===== config.mk =====
export PLATFORM = sky130hd
export DESIGN_NAME = mkvt_cell
export DESIGN_NICKNAME = d
export VERILOG_FILES = /design/src/hdl/mkvt_pkg.sv /design/src/hdl/mkvt_cell.sv
export SDC_FILE = /design/constraint.sdc
export NUM_CORES = 1
export LEC_CHECK = 0
export BUFFER_PORTS_ARGS = -buffer_cell sky130_fd_sc_hd__buf_2
export CAP_MARGIN = 20
export CELL_PAD_IN_SITES_DETAIL_PLACEMENT = 0
export CELL_PAD_IN_SITES_GLOBAL_PLACEMENT = 1
export CORE_MARGIN = 3
export CORE_UTILIZATION = 44
export CTS_CLUSTER_SIZE = 16
export DETAILED_ROUTE_END_ITERATION = 10
export PLACE_DENSITY = 0.86
export SLEW_MARGIN = 20
export SYNTH_ARGS = -nofsm -noshare
export SYNTH_HDL_FRONTEND = slang
export SYNTH_SLANG_ARGS = --single-unit

===== constraint.sdc =====
create_clock -name clk_i -period 9 [get_ports clk_i]
set_input_delay 1.35 -clock clk_i [delete_from_list [all_inputs] [get_ports clk_i]]
set_output_delay 1.35 -clock clk_i [all_outputs]
set_load 0.1 [all_outputs]

===== src/hdl/mkvt_pkg.sv =====
`timescale 1ns / 1ps
// ----------------------------------------------------------------------------
// mkvt_pkg: shared types for the MAC key/value table
// Operation codes and the transaction token that moves down the cell chain.
// ----------------------------------------------------------------------------
package mkvt_pkg;

  localparam int unsigned KeyWidth   = 48;
  localparam int unsigned ValueWidth = 32;
  localparam int unsigned SlotWidth  = 6;

  typedef enum logic {
    OP_FIND = 1'b0,
    OP_ADD  = 1'b1
  } op_e;

  // One lookup/update transaction in flight along the chain.
  typedef struct packed {
    logic                         valid;
    op_e                          op;
    logic                         hit;    // key matched a filled entry
    logic                         added;  // key appended at the tail cell
    logic [KeyWidth-1:0]          key;
    logic signed [ValueWidth-1:0] new_value;
    logic signed [ValueWidth-1:0] value;  // running result value
  } token_t;

endpackage


===== src/hdl/mkvt_cell.sv =====
`timescale 1ns / 1ps
// ----------------------------------------------------------------------------
// mkvt_cell: one table entry of the key/value chain
// Holds one key and value, checks the passing transaction, registers it on.
// ----------------------------------------------------------------------------
module mkvt_cell
  import mkvt_pkg::*;
#(
  parameter int unsigned INDEX = 0,
  parameter int unsigned IDX_W = 6,
  parameter int unsigned CNT_W = 7
) (
  input  logic             clk_i,
  input  logic             rst_ni,
  input  logic [CNT_W-1:0] count_i,
  input  token_t           tok_i,
  input  logic [IDX_W-1:0] slot_i,
  output token_t           tok_o,
  output logic [IDX_W-1:0] slot_o
);

  logic [KeyWidth-1:0]          key_q;
  logic signed [ValueWidth-1:0] value_q;
  token_t                       tok_d, tok_q;
  logic [IDX_W-1:0]             slot_d, slot_q;
  logic                         filled, at_tail, match, append;

  assign filled  = count_i > CNT_W'(INDEX);
  assign at_tail = count_i == CNT_W'(INDEX);
  assign match   = tok_i.valid && !tok_i.hit && filled && (key_q == tok_i.key);
  assign append  = tok_i.valid && (tok_i.op == OP_ADD) && !tok_i.hit && at_tail;

  always_comb begin
    tok_d  = tok_i;
    slot_d = slot_i;
    if (match) begin
      tok_d.hit = 1'b1;
      slot_d    = IDX_W'(INDEX);
      if (tok_i.op == OP_FIND) begin
        tok_d.value = value_q;
      end
    end
    if (append) begin
      tok_d.added = 1'b1;
      slot_d      = IDX_W'(INDEX);
    end
  end

  // Entry storage: written on append, value rewritten on an update hit.
  always_ff @(posedge clk_i) begin
    if (append) begin
      key_q <= tok_i.key;
    end
    if (append || (match && (tok_i.op == OP_ADD))) begin
      value_q <= tok_i.new_value;
    end
  end

  always_ff @(posedge clk_i or negedge rst_ni) begin
    if (!rst_ni) begin
      tok_q.valid <= 1'b0;
    end else begin
      tok_q <= tok_d;
    end
  end

  always_ff @(posedge clk_i) begin
    slot_q <= slot_d;
  end

  assign tok_o  = tok_q;
  assign slot_o = slot_q;

endmodule


==> summary.md, run 1 <==
| Metric | Value |
|---|---|
| Core ar. | `16200 um^2` |
| R2R Setup Slk | `5.61 ns` |
| Post-cts hold buffer count | `0` |
| CP peak stage delay | `1.19 ns` |
| EDFF count, synth | `195` |
| Clk pin slew, worst setup/hold paths | `0.06 ns` |
| Vias in the first global route | `4401` |
| Cts repair resizes | `0` |
| Distinct cells, synth | `38` |
| Synth Warn # | `0` |
| Setup Skew | `0.0169 ns` |
| PnR worst setup slack | `4.99 ns` |
| Ports | `253` |
| Initial antenna violation count | `1` |
| Family with the most delay on the worst path | `simple AND/OR/NAND/NOR gates` |
| CP required | `9.21 ns` |
| Most common cell after layout, fill and taps aside | `buf_2` |
| WL final | `16.3 mm` |
| Final hold vios | `0` |
| Rows | `46` |
| Tightest Pin Transition | `1.10 ns` |
| H-tree depth | `1` |
| Critical-path cell list | `buf_2 > xnor2_1 > nand4_1 > nor4b_1 > nand4_1 > or4_2 > mux2_1` |
| Hold crit path type | `reg2reg` |
| Critical path class | `in2reg` |
| Slowest-stage cell, CP | `or4_2` |
| Worst flop-to-flop path endpoint | `tok_o[0]` |
| Cell count of the worst reg-to-reg path | `6` |
| Critical Path Start Type | `input pin` |
| Sequential area share after synthesis | `0.804` |
| Global-route wire length before repair | `24.1 mm` |
| Congestion Overflow GR | `0` |
| CTS tree | `built` |
| Width of the die | `136 um` |
| Setup crit end kind | `flip-flop` |
| Status | `finished clean` |
| Maximum Capacitance Violations | `0` |
| Nets | `767` |
| Pins over their slew limit | `0` |
| Hold path endpoint | `tok_o[31]` |
| Root buffer cell | `clkbuf_16` |
| Synthesized area | `7460 um^2` |
| Worst R2R Start | `key_q[4]` |
| Initial Util | `0.460` |
| Final HPWL DP | `12.0 mm` |
| Worst VDD drop | `146 uV` |
| Placer Congestion | `0.732` |
| Hold Worst Slack | `0.540 ns` |
| WHS Path Cells | `1` |
| Sink Count | `202` |
| Cts bufs inserted | `21` |
| Worst slew margin | `0.265` |
| Port bufs | `252` |
| DR pass1 iterations | `4` |
| CP max FO | `32` |
| 1st-iter DRT viols | `246` |
| Area grow syn2layout | `28.2%` |
| Synth Area per Inst | `20.6 um^2` |
| Post-CTS Setup Inserts | `0` |
| Setup violators final | `0` |
| Routed vias/inst | `4.87` |
| Ys async rst share | `0.00495` |
| Most frequent cells in the layout | `buf_2, edfxtp_1, mux2_4` |
| Final worst-path cycle share | `0.445` |
| WL/cell | `18.9 um` |
| Syn nets | `494` |
| Min Clock Period, post-route | `4.01 ns` |
| Skew-Pair Late Insertion Delay | `0.48 ns` |
| Synth Instances | `363` |
| Pwr/cell area | `242 nW/um^2` |
| Die area | `18600 um^2` |
| WP buf/inv | `1` |
| Via count | `4215` |
| Overall fraction of global-route tracks in use | `0.168` |
| Final setup TNS | `0 ns` |
| CP Data Arrival Time | `4.22 ns` |
| Util after Layout | `0.589` |
| Max Clock Freq | `0.250 GHz` |
| Pre-CTS WS | `4.46 ns` |
| Clock Path Buffers | `3` |
| Post-route ant nets | `0` |
| Largest net degree at the start of global routing | `68` |
| Hold_sp | `value_q[31]` |
| RSZ-0062 raised after global routing | `false` |
| Most frequent CP cell | `nand4_1` |
| Static Leak | `3.80 nW` |
| Residual DRC | `0` |
| DIE HEIGHT | `136 um` |
| Share of cells above drive strength 1 | `0.493` |
| Synth Register Bits | `202` |
| Main flop type after synthesis | `edfxtp_1` |
-- state kept, by name (all words and copies together) (netlist names) --
name	count
key_q	48
slot_o	6
value_q	32
tok_o	116
-- worst max path at each step --
stage	from	to	slack [ns]	depth (start not counted)
finish	tok_i[68]	tok_o[0]	4.99	7
global route	tok_i[68]	tok_o[31]	4.92	7
CTS	tok_i[68]	tok_o[0]	4.98	7
detailed placement	tok_i[68]	tok_o[0]	4.46	7
global placement	tok_i[68]	tok_o[31]	4.52	7
floorplan	count_i[1]	value_q[0]	3.36	5
-- per-stage QoR --
stage | power (mW) | instance area, um^2 | std cells
final | 2.31 | 9570 | 866
after global routing | 2.39 | 9570 | 866
after CTS | 2.34 | 9560 | 865
after detailed placement | 1.55 | 8950 | 829
after global placement | 1.55 | 8950 | 829
after floorplan | 1.45 | 7460 | 363
-- synthesized netlist by cell type (all sizes together) (2+ instances only) --
cell / instances / area [um^2]
mux2: 32 / 473
nor2b: 16 / 115
and2: 6 / 37.5
xor2: 13 / 114
edfxtp: 195 / 5860
and4: 2 / 17.5
dfxtp: 6 / 120
nand2: 3 / 11.3
or2: 2 / 12.5
a2111oi: 2 / 55.1
inv: 8 / 30.0
or4: 3 / 22.5
xnor2: 22 / 193
nand4: 11 / 68.8
nor2: 7 / 26.3
nand4b: 2 / 17.5
nand2b: 5 / 31.3
buf: 4 / 71.3
nor3: 3 / 20.0
nor4: 6 / 37.5
nor4b: 3 / 26.3
-- routing by layer --
| layer | track usage | part of all wire | up-vias |
|---|---|---|---|
| met5 | 0 | 0 | - |
| met2 | 0.298 | 0.50 | 190 |
| met1 | 0.209 | 0.40 | 2041 |
| met3 | 0.0433 | 0.080 | 22 |
| li1 | - | - | 1962 |
| met4 | 0.0353 | 0.018 | 0 |
-- power by group --
part	total (mW)	switching [mW]	internal, mW
clock network	0.780	0.324	0.456
registers	1.09	0.0116	1.08
logic	0.441	0.373	0.0674
-- layout make-up --
class	count	area, um^2
Antenna cell	1	2.50
Clock buffer	27	548
Clock inverter	9	67.6
Fill cell	1272	6660
Inverter	8	30.0
Multi-Input combinational cell	149	1370
Sequential cell	202	6000
Tap cell	216	270
Timing Repair Buffer	254	1280
-- cell families after synthesis --
kind of cell / after synthesis / share of synthesized area
muxes: 32 / 0.0634
and+or+nand+nor: 74 / 0.0644
buffers and inverters: 12 / 0.0136
xor gates and xnor gates: 35 / 0.0411
AOI/OAI and AO/OA: 8 / 0.0132
DFF: 202 / 0.804
Power figures use the tool's default switching activity.
==> run 2, diff against run 1 <==
CORE_UTILIZATION = 41   (was 44)
PLACE_DENSITY = 0.81   (was 0.86)
clock period = 4 ns   (was 9 ns; I/O delays follow)
==> summary.md, run 2 (synthesis gave the netlist of run 1 again) <==
| Metric | Value |
|---|---|
| Placer Congestion | `0.800` |
| CP max FO | `32` |
| Post-CTS Setup Inserts | `0` |
| Static Leak | `3.86 nW` |
| Post-route insts no fill | `881` |
| Antenna Diode Count | `0` |
| Max Clock Freq | `0.345 GHz` |
| Post-cts hold buffer count | `0` |
| Final hold vios | `0` |
| Largest net degree at the start of global routing | `68` |
| Area grow syn2layout | `29.8%` |
| Cts bufs inserted | `22` |
| Sequential Power Share | `0.460` |
| Pins over their slew limit | `0` |
| Via count | `4250` |
| Maximum Capacitance Violations | `0` |
| Post-route ant nets | `0` |
| Hold crit path type | `in2async` |
| Most frequent CP cell | `nor4b_1` |
| Status | `finished clean` |
| Switching Share | `0.308` |
| RSZ-0062 raised after global routing | `false` |
| Root buffer cell | `clkbuf_16` |
| Rows | `48` |
| Max reg flops | `116` |
| Initial Util | `0.425` |
| Die area | `19900 um^2` |
| Setup Skew | `0.00797 ns` |
| WP buf/inv | `0` |
| CP required | `4.11 ns` |
| Tightest Pin Transition | `0.887 ns` |
| 1st-iter DRT viols | `198` |
| Routed vias/inst | `4.82` |
| CTS tree | `built` |
| Nets | `771` |
| Util after Layout | `0.552` |
| Slowest-stage cell, CP | `nor2b_4` |
| Cts repair resizes | `0` |
| Clock Path Buffers | `3` |
| Worst slew margin | `0.407` |
| Setup violators final | `0` |
| Most frequent cells in the layout | `buf_2, edfxtp_1, mux2_4` |
| Overall fraction of global-route tracks in use | `0.163` |
| Port bufs | `252` |
| Critical path class | `reg2reg` |
| Clock share of power | `0.354` |
| Pwr/cell area | `551 nW/um^2` |
| Combinational share of power | `0.186` |
| Width of the die | `141 um` |
| Total power | `5.34 mW` |
| Residual DRC | `0` |
| Ports | `253` |
| Placed cells | `841` |
| Global-route wire length before repair | `25.3 mm` |
| DR pass1 iterations | `4` |
| Worst VDD drop | `401 uV` |
| NetSw | `1.64 mW` |
| Critical Path Start Type | `flip-flop` |
| WL/cell | `18.8 um` |
| Final HPWL DP | `12.2 mm` |
| Setup crit end kind | `flip-flop` |
| CP Data Arrival Time | `3.01 ns` |
| WL final | `16.6 mm` |
| Share of cells above drive strength 1 | `0.502` |
| DIE HEIGHT | `141 um` |
| Clk pin slew, worst setup/hold paths | `0.06 ns` |
| Cell Int Power | `3.69 mW` |
| Most common cell after layout, fill and taps aside | `buf_2` |
| Skew-Pair Late Insertion Delay | `0.49 ns` |
| CP peak stage delay | `0.75 ns` |
| Final setup TNS | `0 ns` |
| Initial antenna violation count | `0` |
| Congestion Overflow GR | `0` |
| Family with the most delay on the worst path | `simple AND/OR/NAND/NOR gates` |
| H-tree depth | `1` |
| Sink Count | `202` |
| Final worst-path cycle share | `0.725` |
| Core ar. | `17500 um^2` |
| Critical-path cell list | `xnor2_1 > nand4b_1 > nor4b_1 > nor4b_1 > a31oi_1 > nor2b_4` |
| Min Clock Period, post-route | `2.90 ns` |
| Vias in the first global route | `4553` |
## run 2: stage by stage
step | worst slack [ns] | hold slack, ns | instance area (um^2)
2_1_floorplan | 0.235 | 0.304 | 7460
3_3_place_gp | 0.725 | 0.529 | 8990
3_5_place_dp | 0.706 | 0.533 | 8990
4_1_cts | 1.07 | 0.152 | 9680
5_1_grt | 0.713 | 0.183 | 9680
6_report | 1.10 | 0.157 | 9680
## run 2: area by class of cell
type	instances	area (um^2)
fill	1431	7860
clock buffer	24	579
clock inverter	16	108
sequential	202	6000
multi-input combinational	149	1370
inverter	8	30.0
timing repair buffer	257	1310
tap	225	282
## run 2: power groups by stage
stage	Sequential, mW	Combinational [mW]	Clock [mW]
after CTS	2.46	0.998	1.95
after global placement	2.50	0.991	0
after global routing	2.46	1.02	2.05
final	2.45	0.992	1.89
after detailed placement	2.50	0.997	0
after floorplan	3.21	0.0610	0
## run 2: routing by layer
metal / up-vias / global-route usage / wire length (um)
met5: - / 0 / 0
met4: 0 / 0.0474 / 300
met3: 22 / 0.0431 / 1380
met2: 192 / 0.282 / 8200
met1: 2068 / 0.202 / 6720
li1: 1968 / - / -
## run 2: worst register-to-register path, delay by kind of cell, from the launching register on
kind | cells | cell delay (ns)
simple gates | 4 | 1.65
flops | 1 | 0.39
compound gates | 1 | 0.26
xor+xnor | 1 | 0.20
## run 2: path summary, 6_finish.rpt
kind,start,endpoint,slack [ns],depth (start not counted)
min in group clk_i,tok_i[115],tok_o[115],0.26,1
max,key_q[25],value_q[17],1.10,6
max in group asynchronous,rst_ni,tok_o[115],3.42,1
max reg2reg,key_q[25],value_q[17],1.10,6
min,rst_ni,tok_o[115],0.16,1
min reg2reg,value_q[12],tok_o[12],0.55,1
